===== src/hw/rtl/lz77te_pkg.sv =====
package lz77te_pkg;

    // fixed field widths of the request and result channels
    localparam int DATA_W   = 8;
    localparam int OFFSET_W = 4;
    localparam int LENGTH_W = 8;

    // one result triple as held in the output register
    typedef struct packed {
        logic [OFFSET_W-1:0] match_offset;
        logic [LENGTH_W-1:0] match_length;
        logic [DATA_W-1:0]   next_symbol;
        logic                final_triple;
    } triple_t;

endpackage


===== src/hw/rtl/lz77_triple_encoder_top.sv =====
// Streaming LZ77 encoder producing (offset, length, next symbol) triples.
// Input channel: one byte per request on data_byte, with end_of_stream set
// on the final byte; accepted when in_valid is high and in_stall is low.
// Output channel: at most one triple per request on match_offset, match_length,
// next_symbol and final_triple; taken when out_valid is high and out_stall
// is low. A byte that extends a match produces no triple.
// An accepted byte loads the input register; the window compare result for
// it is then loaded into the output register. Throughput is one byte per
// cycle while in_stall stays low; all WINDOW history entries are compared
// against the byte in parallel, and match state updates in that same
// cycle.
// When out_stall holds a pending triple, bytes that only extend the match
// still flow; a byte that would emit waits in the input register and
// in_stall rises until the output register frees up.
// Reset clears the history, fill count, match mask and run length; the
// history is kept across the end of a stream, only the match restarts.
module lz77_triple_encoder_top
    import lz77te_pkg::*;
#(
    parameter int WINDOW    = 8,
    parameter int MAX_MATCH = 255
) (
    input  logic                clk,
    input  logic                rst_n,
    input  logic                in_valid,
    output logic                in_stall,
    input  logic [DATA_W-1:0]   data_byte,
    input  logic                end_of_stream,
    output logic                out_valid,
    input  logic                out_stall,
    output logic [OFFSET_W-1:0] match_offset,
    output logic [LENGTH_W-1:0] match_length,
    output logic [DATA_W-1:0]   next_symbol,
    output logic                final_triple
);

    localparam int FILL_W = $clog2(WINDOW + 1);
    localparam int OFF_W  = $clog2(WINDOW + 1);
    localparam int RUN_W  = $clog2(MAX_MATCH + 1);

    // input register
    logic              s1_valid_reg, s1_valid_next;
    logic [DATA_W-1:0] s1_data_reg;
    logic              s1_last_reg;

    // match state
    logic [DATA_W-1:0] history_reg [WINDOW];
    logic [DATA_W-1:0] history_next [WINDOW];
    logic [FILL_W-1:0] fill_reg, fill_next;
    logic [WINDOW-1:0] alive_reg, alive_next;
    logic [RUN_W-1:0]  run_reg, run_next;

    // output register
    logic    out_valid_reg, out_valid_next;
    triple_t out_reg, out_next;

    logic              in_accept;
    logic              s1_adv;
    logic              out_free;
    logic              emit;
    logic [WINDOW-1:0] cand;
    logic [WINDOW-1:0] match;
    logic [OFF_W-1:0]  low_off;
    logic [OFF_W+OFFSET_W-1:0] off_wide;
    logic [RUN_W+LENGTH_W-1:0] run_wide;

    // handshake
    assign out_free  = !out_valid_reg || !out_stall;
    assign s1_adv    = s1_valid_reg && (!emit || out_free);
    assign in_stall  = s1_valid_reg && !s1_adv;
    assign in_accept = in_valid && !in_stall;

    // candidate offsets and parallel compare
    always_comb
    begin
        for (int d = 0; d < WINDOW; d++)
        begin
            if (run_reg == '0)
                cand[d] = (FILL_W'(d) < fill_reg);
            else
                cand[d] = alive_reg[d];
            match[d] = cand[d] && (history_reg[d] == s1_data_reg);
        end
    end

    assign emit = (match == '0) || s1_last_reg || (run_reg >= RUN_W'(MAX_MATCH));

    // nearest surviving offset
    always_comb
    begin
        low_off = '0;
        for (int d = WINDOW - 1; d >= 0; d--)
        begin
            if (alive_reg[d])
                low_off = OFF_W'(d + 1);
        end
    end

    assign off_wide = {{OFFSET_W{1'b0}}, (run_reg == '0) ? {OFF_W{1'b0}} : low_off};
    assign run_wide = {{LENGTH_W{1'b0}}, run_reg};

    // input register next values
    always_comb
    begin
        if (in_accept)
            s1_valid_next = 1'b1;
        else if (s1_adv)
            s1_valid_next = 1'b0;
        else
            s1_valid_next = s1_valid_reg;
    end

    // match state update
    always_comb
    begin
        history_next = history_reg;
        fill_next    = fill_reg;
        alive_next   = alive_reg;
        run_next     = run_reg;
        if (s1_adv)
        begin
            history_next[0] = s1_data_reg;
            for (int d = 1; d < WINDOW; d++)
                history_next[d] = history_reg[d-1];
            if (fill_reg != FILL_W'(WINDOW))
                fill_next = fill_reg + 1'b1;
            if (emit)
            begin
                alive_next = '0;
                run_next   = '0;
            end
            else
            begin
                alive_next = match;
                run_next   = run_reg + 1'b1;
            end
        end
    end

    // output register next values
    always_comb
    begin
        out_next       = out_reg;
        out_valid_next = out_valid_reg && out_stall;
        if (s1_adv && emit)
        begin
            out_valid_next        = 1'b1;
            out_next.match_offset = off_wide[OFFSET_W-1:0];
            out_next.match_length = run_wide[LENGTH_W-1:0];
            out_next.next_symbol  = s1_data_reg;
            out_next.final_triple = s1_last_reg;
        end
    end

    // control and state registers
    always_ff @(posedge clk or negedge rst_n)
    begin
        if (!rst_n)
        begin
            s1_valid_reg  <= 1'b0;
            out_valid_reg <= 1'b0;
            fill_reg      <= '0;
            alive_reg     <= '0;
            run_reg       <= '0;
            for (int d = 0; d < WINDOW; d++)
                history_reg[d] <= '0;
        end
        else
        begin
            s1_valid_reg  <= s1_valid_next;
            out_valid_reg <= out_valid_next;
            fill_reg      <= fill_next;
            alive_reg     <= alive_next;
            run_reg       <= run_next;
            history_reg   <= history_next;
        end
    end

    // payload registers
    always_ff @(posedge clk)
    begin
        if (in_accept)
        begin
            s1_data_reg <= data_byte;
            s1_last_reg <= end_of_stream;
        end
        out_reg <= out_next;
    end

    assign out_valid    = out_valid_reg;
    assign match_offset = out_reg.match_offset;
    assign match_length = out_reg.match_length;
    assign next_symbol  = out_reg.next_symbol;
    assign final_triple = out_reg.final_triple;

endmodule


===== config.mk =====
export PLATFORM = sky130hd
export DESIGN_NAME = lz77_triple_encoder_top
export DESIGN_NICKNAME = d
export VERILOG_FILES = /design/src/hw/rtl/lz77te_pkg.sv /design/src/hw/rtl/lz77_triple_encoder_top.sv
export SDC_FILE = /design/constraint.sdc
export NUM_CORES = 1
export LEC_CHECK = 0
export BUFFER_PORTS_ARGS = -buffer_cell sky130_fd_sc_hd__buf_2
export CORE_AREA = 2 2 109 132
export CTS_CLUSTER_SIZE = 28
export DETAILED_ROUTE_END_ITERATION = 10
export DIE_AREA = 0 0 111 134
export PLACE_DENSITY = 0.68
export SLEW_MARGIN = 5
export SYNTH_ARGS = -nofsm -noshare
export SYNTH_HDL_FRONTEND = slang
export SYNTH_SLANG_ARGS = --single-unit
export TNS_END_PERCENT = 50

===== constraint.sdc =====
create_clock -name clk -period 5.4 [get_ports clk]
set_clock_uncertainty 0.2 [all_clocks]
set_input_delay 0.27 -clock clk [delete_from_list [all_inputs] [get_ports clk]]
set_output_delay 0.27 -clock clk [all_outputs]
set_load 0.05 [all_outputs]

==> results of run 1 <==
final cells by class:
class	count	area [µm²]
Fill cell	1178	7220
Sequential cell	116	3050
Multi-Input combinational cell	256	2150
Clock buffer	20	437
Timing Repair Buffer	52	348
Tap cell	171	214
Clock inverter	12	138
Inverter	8	30.0
stage by stage:
step / setup WS [ns] / util / hold WS (ns) / power, mW
4_1_cts: 0.800 / 0.469 / 0.232 / 3.29
3_3_place_gp: 0.997 / 0.417 / 0.0874 / 2.15
5_1_grt: 0.549 / 0.469 / 0.270 / 3.45
6_report: 0.867 / 0.469 / 0.217 / 3.26
2_1_floorplan: 1.36 / - / -0.226 / 1.98
3_5_place_dp: 0.841 / 0.417 / 0.0936 / 2.19
cell usage after synthesis (6+ instances only):
cell,count
a2111oi_0,6
a21oi_1,14
a22o_1,6
buf_2,10
buf_4,6
dfrtp_1,86
edfxtp_1,30
inv_1,8
mux2_1,64
nand2_1,14
nand4_1,9
nor2_1,9
nor4_1,12
xnor2_1,34
xor2_1,32
kinds of logic after synthesis:
| kind of cell | after synthesis | share of synthesized area |
|---|---|---|
| adder cells (fa/ha/maj) | 4 | 0.00934 |
| AO/OA/AOI/OAI | 52 | 0.0708 |
| flip-flops | 116 | 0.570 |
| AND/OR/NAND/NOR | 63 | 0.0635 |
| multiplexers | 71 | 0.148 |
| buffers and inverters | 30 | 0.0304 |
| XOR/XNOR | 66 | 0.108 |
placed cells by master (no fill, tap or decap), types with 3 or more instances in the layout:
master,count
dfrtp_1,86
mux2_1,64
xnor2_1,34
buf_2,34
xor2_1,32
edfxtp_1,30
clkbuf_16,17
nand2_1,14
a21oi_1,13
nor4_1,12
dlygate4sd3_1,12
nor2_1,9
nand4_1,9
inv_1,8
a2111oi_0,6
a22o_1,6
nor3_1,5
buf_4,5
mux2i_1,4
and3_1,4
a21o_1,4
o2bb2ai_1,4
ha_1,4
clkinv_2,4
o2111ai_1,3
o22ai_1,3
mux2_2,3
clkbuf_1,3
bufinv_16,3
clkinv_1,3
worst max-delay path by stage:
stage                                 end  slack, ns  cells after the start        from
after floorplan              final_triple       1.36                     10  run_reg[0]
after global placement    match_offset[1]        1.0                      8  run_reg[4]
after detailed placement  match_offset[1]       0.84                      8  run_reg[4]
after CTS                 match_offset[0]       0.80                      8  run_reg[4]
after global routing      match_offset[0]       0.55                     10  run_reg[1]
final                     match_offset[0]       0.87                      8  run_reg[4]
power by group through the flow:
stage	clock [mW]	sequential, mW	combinational [mW]
after CTS	1.10	1.44	0.747
after detailed placement	0	1.45	0.731
after floorplan	0	1.42	0.560
after global placement	0	1.44	0.711
after global routing	1.15	1.48	0.814
final	1.09	1.43	0.737
routing by layer:
layer	track usage	up-vias	part of all wire	wire [µm]
li1	-	1552	-	-
met1	0.171	1646	0.42	4420
met2	0.262	60	0.52	5450
met3	0.0429	21	0.028	292
met4	0.0750	0	0.029	299
met5	0	-	0	0
worst max-delay path, cell delays in order, from the launching register on:
cell	delay [ns]
dfrtp_1	0.44
nor4_1	0.39
buf_4	0.24
and2_1	0.31
a2111oi_0	0.22
or4_1	0.61
o21ai_1	0.57
nand2_1	0.26
a21oi_2	0.89
repair_timing:
| action | CTS | global route |
|---|---|---|
| endpoints found under the hold margin | 52 | 0 |
| gates resized for setup | 0 | 0 |
| hold buffers | 12 | 0 |
==> out/summary.txt, run 1 <==
initial antenna violation count: 0
Max Buffers Root-to-Sink: 2
FF-to-FF path depth: 8
RSZ-0062 raised after global routing: false
Final setup viols: 0
initial core utilization: 0.394
Detail Placement HPWL: 7400 µm
placer congestion estimate: 0.859
Vias/cell: 5.16
die area: 0.0149 mm²
crit path time final: 4.53 ns
Leakage Power: 2.65 nW
CTS root buffer: clkbuf_16
Net count, final: 468
Area growth syn-to-layout: 18.8%
Worst EP required: 5.21 ns
Post-DP Area: 0.00567 mm²
H-tree depth: 4
GR Util All Layers: 0.151
cell area after synthesis: 0.00536 mm²
CP startpoint kind: flip-flop
FP Rows: 47
syn avg cell area: 13.3 µm²
ys async rst share: 0.741
CTS tree: built
Worst-path clk slew: 0.05 ns
vias: 3279
register area share after synthesis: 0.570
FF-to-FF End: match_offset[0]
Combinational Power Share: 0.226
Worst R2R Start: run_reg[4]
Most used DFF post-synth: dfrtp_1
TritonCTS Buffers: 17
Clk pwr share: 0.333
TNS Setup: 0 ns
Worst-Skew Late Latency: 0.41 ns
routed wire length: 10500 µm
maximum clock frequency: 221 MHz
PD cells: 512 mW/mm²
post-DR wirelength/cell: 16.5 µm
Synth Net Count: 419
Post-synth EDFFs: 30
Slew Limit Headroom: 0.234
postcts setup bufs: 0
GRT overflow: 0
YS warnings: 0
status: finished, final reports clean
clk sinks: 116
Seq pwr share: 0.440
Chip Width: 111 µm
Max Slew Vio Count: 0
largest net degree at the start of global routing: 46
first-pass GRT wire length: 17700 µm
distinct cell type count after synthesis: 43
cells after synthesis: 402
post-route insts no fill: 635
share of cells above drive strength 1: 0.155
Detail Route Antenna Nets: 0
VDD IR max: 0.179 mV
Pre-Repair DR Iteration Count: 4
CP Max Fanout: 21
reg2reg setup slack: 0.87 ns
DRC violation count after routing: 0
DRT iter0 DRCs: 93
final instance area: 0.00636 mm²
top cells by area, synth: dfrtp_1 40%, edfxtp_1 17%, mux2_1 13%
period utilization: 0.839
dpl cells: 591
Crit Path Class: reg2reg
leading area contributor after synthesis: dfrtp_1
Core ar.: 0.0136 mm²
die height: 134 µm
Internal Power: 2.26 mW
CP endpoint kind: flip-flop
max-cap violations: 0
slew at the pin with the worst max-slew slack: 1.15 ns
post-synth top area share: 0.402
Hold Violations, Final: 0
max FFs per register: 64
number of global-route vias before repair: 3597
Worst Path Arrival: 4.35 ns
antenna cells: 0
number of synthesized register bits: 116
# IOs: 36
Hold Path Class: in2async
sw frac: 0.305
PortBufs: 35
Psw: 994 µW
(Power assumes the default switching activity.)
==> run 2, diff against run 1 <==
==> constraint.sdc (replaced) <==
create_clock -name clk -period 4.4 [get_ports clk]
set_clock_uncertainty 0.2 [all_clocks]
set_input_delay 0.22 -clock clk [delete_from_list [all_inputs] [get_ports clk]]
set_output_delay 0.22 -clock clk [all_outputs]
set_load 0.05 [all_outputs]
==> out/summary.txt, run 2 (synthesized netlist as in run 1, its figures left out) <==
RSZ-0062 raised after global routing: false
PD cells: 630 mW/mm²
Slew Limit Headroom: 0.266
number of global-route vias before repair: 3473
Detail Placement HPWL: 7160 µm
post-DR wirelength/cell: 16.3 µm
# IOs: 36
H-tree depth: 4
most frequent cells in the layout: 86 x dfrtp_1, 64 x mux2_1, 34 x xnor2_1, 34 x buf_2, 32 x xor2_1
Max Buffers Root-to-Sink: 2
delay-heaviest family, CP: simple AND/OR/NAND/NOR gates
max FFs per register: 64
Worst-path clk slew: 0.05 ns
WP buf/inv: 3
hold buffers post-CTS: 13
Worst Path Arrival: 3.86 ns
die height: 134 µm
slew at the pin with the worst max-slew slack: 1.10 ns
Leakage Power: 2.66 nW
largest net degree at the start of global routing: 87
Post-DP Area: 0.00569 mm²
Core ar.: 0.0136 mm²
FP Rows: 47
Hold Violations, Final: 0
CP Max Fanout: 36
TNS Setup: 0 ns
Vias/cell: 5.12
first-pass GRT wire length: 17800 µm
CTS root buffer: clkbuf_16
clk sinks: 116
Chip Width: 111 µm
Crit Path Class: reg2reg
Slowest-stage cell, CP: or4_1
VDD IR max: 0.309 mV
most common cell after layout, fill and taps aside: dfrtp_1
share of cells above drive strength 1: 0.159
die area: 0.0149 mm²
Hold Path Class: reg2reg
status: finished, final reports clean
routed wire length: 10400 µm
GR Util All Layers: 0.151
GRT overflow: 0
final instance area: 0.00641 mm²
Detail Route Antenna Nets: 0
CP endpoint kind: flip-flop
Max Slew Vio Count: 0
initial antenna violation count: 0
TritonCTS Buffers: 17
period utilization: 0.858
Area growth syn-to-layout: 19.6%
Final setup viols: 0
DRT iter0 DRCs: 193
placer congestion estimate: 0.832
initial core utilization: 0.394
Max stage delay on crit path: 0.57 ns
crit path time final: 3.77 ns
max-cap violations: 0
Worst EP required: 4.48 ns
cts repair resizes: 0
DRC violation count after routing: 0
antenna cells: 0
Net count, final: 470
vias: 3264
CP startpoint kind: flip-flop
CP cell instances: inv_1, ha_1, nor3b_1, buf_4, and2_1, a2111oi_0, or4_1, o211a_4, nor2_4, buf_12, mux2_1
postcts setup bufs: 0
CTS tree: built
Pre-Repair DR Iteration Count: 4
Worst-Skew Late Latency: 0.41 ns
maximum clock frequency: 265 MHz
PortBufs: 35
-- run 2: cell type report --
type | instances | area [µm²]
clock inverters | 13 | 156
fillers | 1186 | 7170
clock buffers | 19 | 433
well taps | 171 | 214
flip-flops and latches | 116 | 3050
multi-input cells | 256 | 2150
repair buffers | 54 | 378
inverters | 8 | 30.0
-- run 2: metrics by stage --
| step | worst slack, ns | cells | util | hold WS [ns] | power [mW] |
|---|---|---|---|---|---|
| 2_1_floorplan | 0.363 | 402 | - | -0.276 | 2.43 |
| 3_3_place_gp | 0.726 | 592 | 0.419 | 0.198 | 2.64 |
| 3_5_place_dp | 0.662 | 592 | 0.419 | 0.199 | 2.69 |
| 4_1_cts | 0.603 | 637 | 0.472 | 0.275 | 4.09 |
| 5_1_grt | 0.329 | 637 | 0.472 | 0.275 | 4.27 |
| 6_report | 0.627 | 637 | 0.472 | 0.279 | 4.04 |
-- run 2: final timing paths --
check | start | endpoint | slack (ns) | cells after the start
max | run_reg[0] | history_reg[21] | 0.63 | 11
min | s1_last_reg | final_triple | 0.28 | 0
max reg2reg | run_reg[0] | history_reg[21] | 0.63 | 11
min reg2reg | s1_last_reg | final_triple | 0.28 | 0
max in group asynchronous | rst_n | run_reg[1] | 2.91 | 2
min in group asynchronous | rst_n | history_reg[2] | 0.36 | 2
-- run 2: power breakdown --
part,switching [mW],leakage (nW),internal (mW)
Sequential,0.323,1.34,1.45
Combinational,0.444,1.04,0.456
Clock,0.477,0.281,0.888
Total,1.24,2.66,2.79
-- run 2: per-layer routing --
metal / wire length (µm) / GRT usage / share of wire / vias to the layer above
met3: 279 / 0.0389 / 0.027 / 9
li1: - / - / - / 1551
met1: 4440 / 0.183 / 0.43 / 1642
met2: 5520 / 0.260 / 0.53 / 62
met4: 136 / 0.0604 / 0.013 / 0
met5: 0 / 0 / 0 / -
==> run 3, diff against run 2 <==
--- a/config.mk
+++ b/config.mk
@@ -7,10 +7,11 @@
 export LEC_CHECK = 0
 export BUFFER_PORTS_ARGS = -buffer_cell sky130_fd_sc_hd__buf_2
 export CORE_AREA = 2 2 109 132
+export CTS_BUF_LIST = sky130_fd_sc_hd__clkbuf_4 sky130_fd_sc_hd__clkbuf_8
 export CTS_CLUSTER_SIZE = 28
 export DETAILED_ROUTE_END_ITERATION = 10
 export DIE_AREA = 0 0 111 134
-export PLACE_DENSITY = 0.68
+export PLACE_DENSITY = 0.66
 export SLEW_MARGIN = 5
 export SYNTH_ARGS = -nofsm -noshare
 export SYNTH_HDL_FRONTEND = slang
==> out/summary.txt, run 3 (synthesized netlist as in run 1, its figures left out) <==
delay-heaviest family, CP: simple AND/OR/NAND/NOR gates
die area: 0.0149 mm²
hold path start: data_byte[3]
CP endpoint kind: flip-flop
DRC violation count after routing: 0
most common cell after layout, fill and taps aside: dfrtp_1
Final setup viols: 0
Slowest-stage cell, CP: or4_1
CP startpoint: run_reg[5]
RSZ-0062 raised after global routing: false
CP cell instances: nor4_1, and2_1, a2111oi_0, or4_1, o211a_4, nor2_4, buf_12, mux2_1
Place WS: 0.660 ns
Worst-path clk slew: 0.07 ns
Area growth syn-to-layout: 16.2%
maximum clock frequency: 262 MHz
sw frac: 0.324
TNS Setup: 0 ns
Max Slew Vio Count: 0
first-pass GRT wire length: 17600 µm
clk sinks: 116
Hold Violations, Final: 0
Pre-Repair DR Iteration Count: 4
Worst R2R Start: run_reg[5]
Vias/cell: 5.20
postcts setup bufs: 0
CP startpoint kind: flip-flop
Hold Path Class: in2reg
PortBufs: 35
Worst-Skew Late Latency: 0.43 ns
Combinational Power Share: 0.250
Net count, final: 471
Core ar.: 0.0136 mm²
crit path time final: 3.82 ns
GRT overflow: 0
PD cells: 581 mW/mm²
GR Layer Usage met1: 0.177
CTS tree: built
Max Buffers Root-to-Sink: 2
initial antenna violation count: 0
Worst EP required: 4.50 ns
max FFs per register: 64
Final Worst Setup Slack: 0.578 ns
period utilization: 0.869
share of cells above drive strength 1: 0.167
antenna cells: 0
# IOs: 36
VDD IR max: 0.204 mV
Detail Route Antenna Nets: 0
DRT iter0 DRCs: 158
Detail Placement HPWL: 7130 µm
grt met2 use: 0.256
dpl cells: 593
busiest layer in global routing: met2
routed wire length: 10200 µm
number of global-route vias before repair: 3567
vias: 3315
Post-DP Area: 0.00571 mm²
Crit Path Class: reg2reg
Max stage delay on crit path: 0.61 ns
Seq pwr share: 0.488
Internal Power: 2.44 mW
CP Max Fanout: 22
Leakage Power: 2.58 nW
Clk pwr share: 0.263
placer congestion estimate: 0.834
status: finished, final reports clean
WP buf/inv: 1
Psw: 1.17 mW
Worst Path Arrival: 3.92 ns
die height: 134 µm
FP Rows: 47
Slew Limit Headroom: 0.268
CTS root buffer: clkbuf_8
met3 usage: 0.0375
initial core utilization: 0.394
post-DR wirelength/cell: 16.0 µm
H-tree depth: 4
# fillers: 1214
TritonCTS Buffers: 17
final instance area: 0.00623 mm²
GR Util All Layers: 0.150
most frequent cells in the layout: 86 x dfrtp_1, 64 x mux2_1, 34 x xnor2_1, 34 x buf_2, 32 x xor2_1
post-route insts no fill: 637
slew at the pin with the worst max-slew slack: 1.10 ns
max-cap violations: 0
largest net degree at the start of global routing: 87
Chip Width: 111 µm
run 3: cell count changes in the layout (fill, tap and decap cells not counted), sizes merged:
cell      delta
clkinv       -1
clkbuf       +2
buf          +1
clkinvlp     +2
inv          -3
bufinv       -1
run 3: power by group through the flow:
stage	combinational, mW	clock (mW)	sequential [mW]
final	0.903	0.949	1.76
after global routing	1.01	1.02	1.82
after CTS	0.917	0.968	1.77
after detailed placement	0.898	0	1.79
after global placement	0.872	0	1.77
after floorplan	0.687	0	1.74
run 3: through the flow:
step	total power [mW]	util	hold slack, ns
6_report	3.62	0.458	0.293
5_1_grt	3.84	0.458	0.285
4_1_cts	3.65	0.458	0.269
3_5_place_dp	2.68	0.420	0.198
3_3_place_gp	2.65	0.420	0.198
2_1_floorplan	2.43	-	-0.276
run 3: routing by layer:
layer	part of all wire	vias to the layer above	routed length [µm]
met3	0.031	21	320
met2	0.51	65	5180
li1	-	1564	-
met1	0.44	1665	4420
met5	0	-	0
met4	0.024	0	240
run 3: worst reg2reg max path, stage by stage, from the launching register on:
cell	delay (ns)
dfrtp_1	0.45
nor4_1	0.40
and2_1	0.40
a2111oi_0	0.22
or4_1	0.61
o211a_4	0.33
nor2_4	0.48
buf_12	0.25
mux2_1	0.35
run 3: worst paths after layout:
path	slack [ns]	endpoint	cells after the start
setup / recovery	0.58	history_reg[36]	8
setup reg to reg	0.58	history_reg[36]	8
min in group asynchronous	0.36	history_reg[10]	2
hold / removal	0.29	s1_data_reg[3]	2
max in group asynchronous	2.95	history_reg[58]	2
hold reg to reg	0.30	final_triple	0
run 3: layout make-up:
class / count / area (µm²) / share of cell area
well taps: 171 / 214 / 0.0344
flip-flops and latches: 116 / 3050 / 0.490
inverters: 8 / 30.0 / 0.00482
repair buffers: 55 / 398 / 0.0639
multi-input cells: 256 / 2150 / 0.345
clock inverters: 10 / 109 / 0.0175
clock buffers: 21 / 277 / 0.0444
run 3: timing repair:
action / in CTS / in global routing
hold buffers: 13 / 0
resized for setup: 0 / 0
endpoints found under the hold margin: 97 / 0
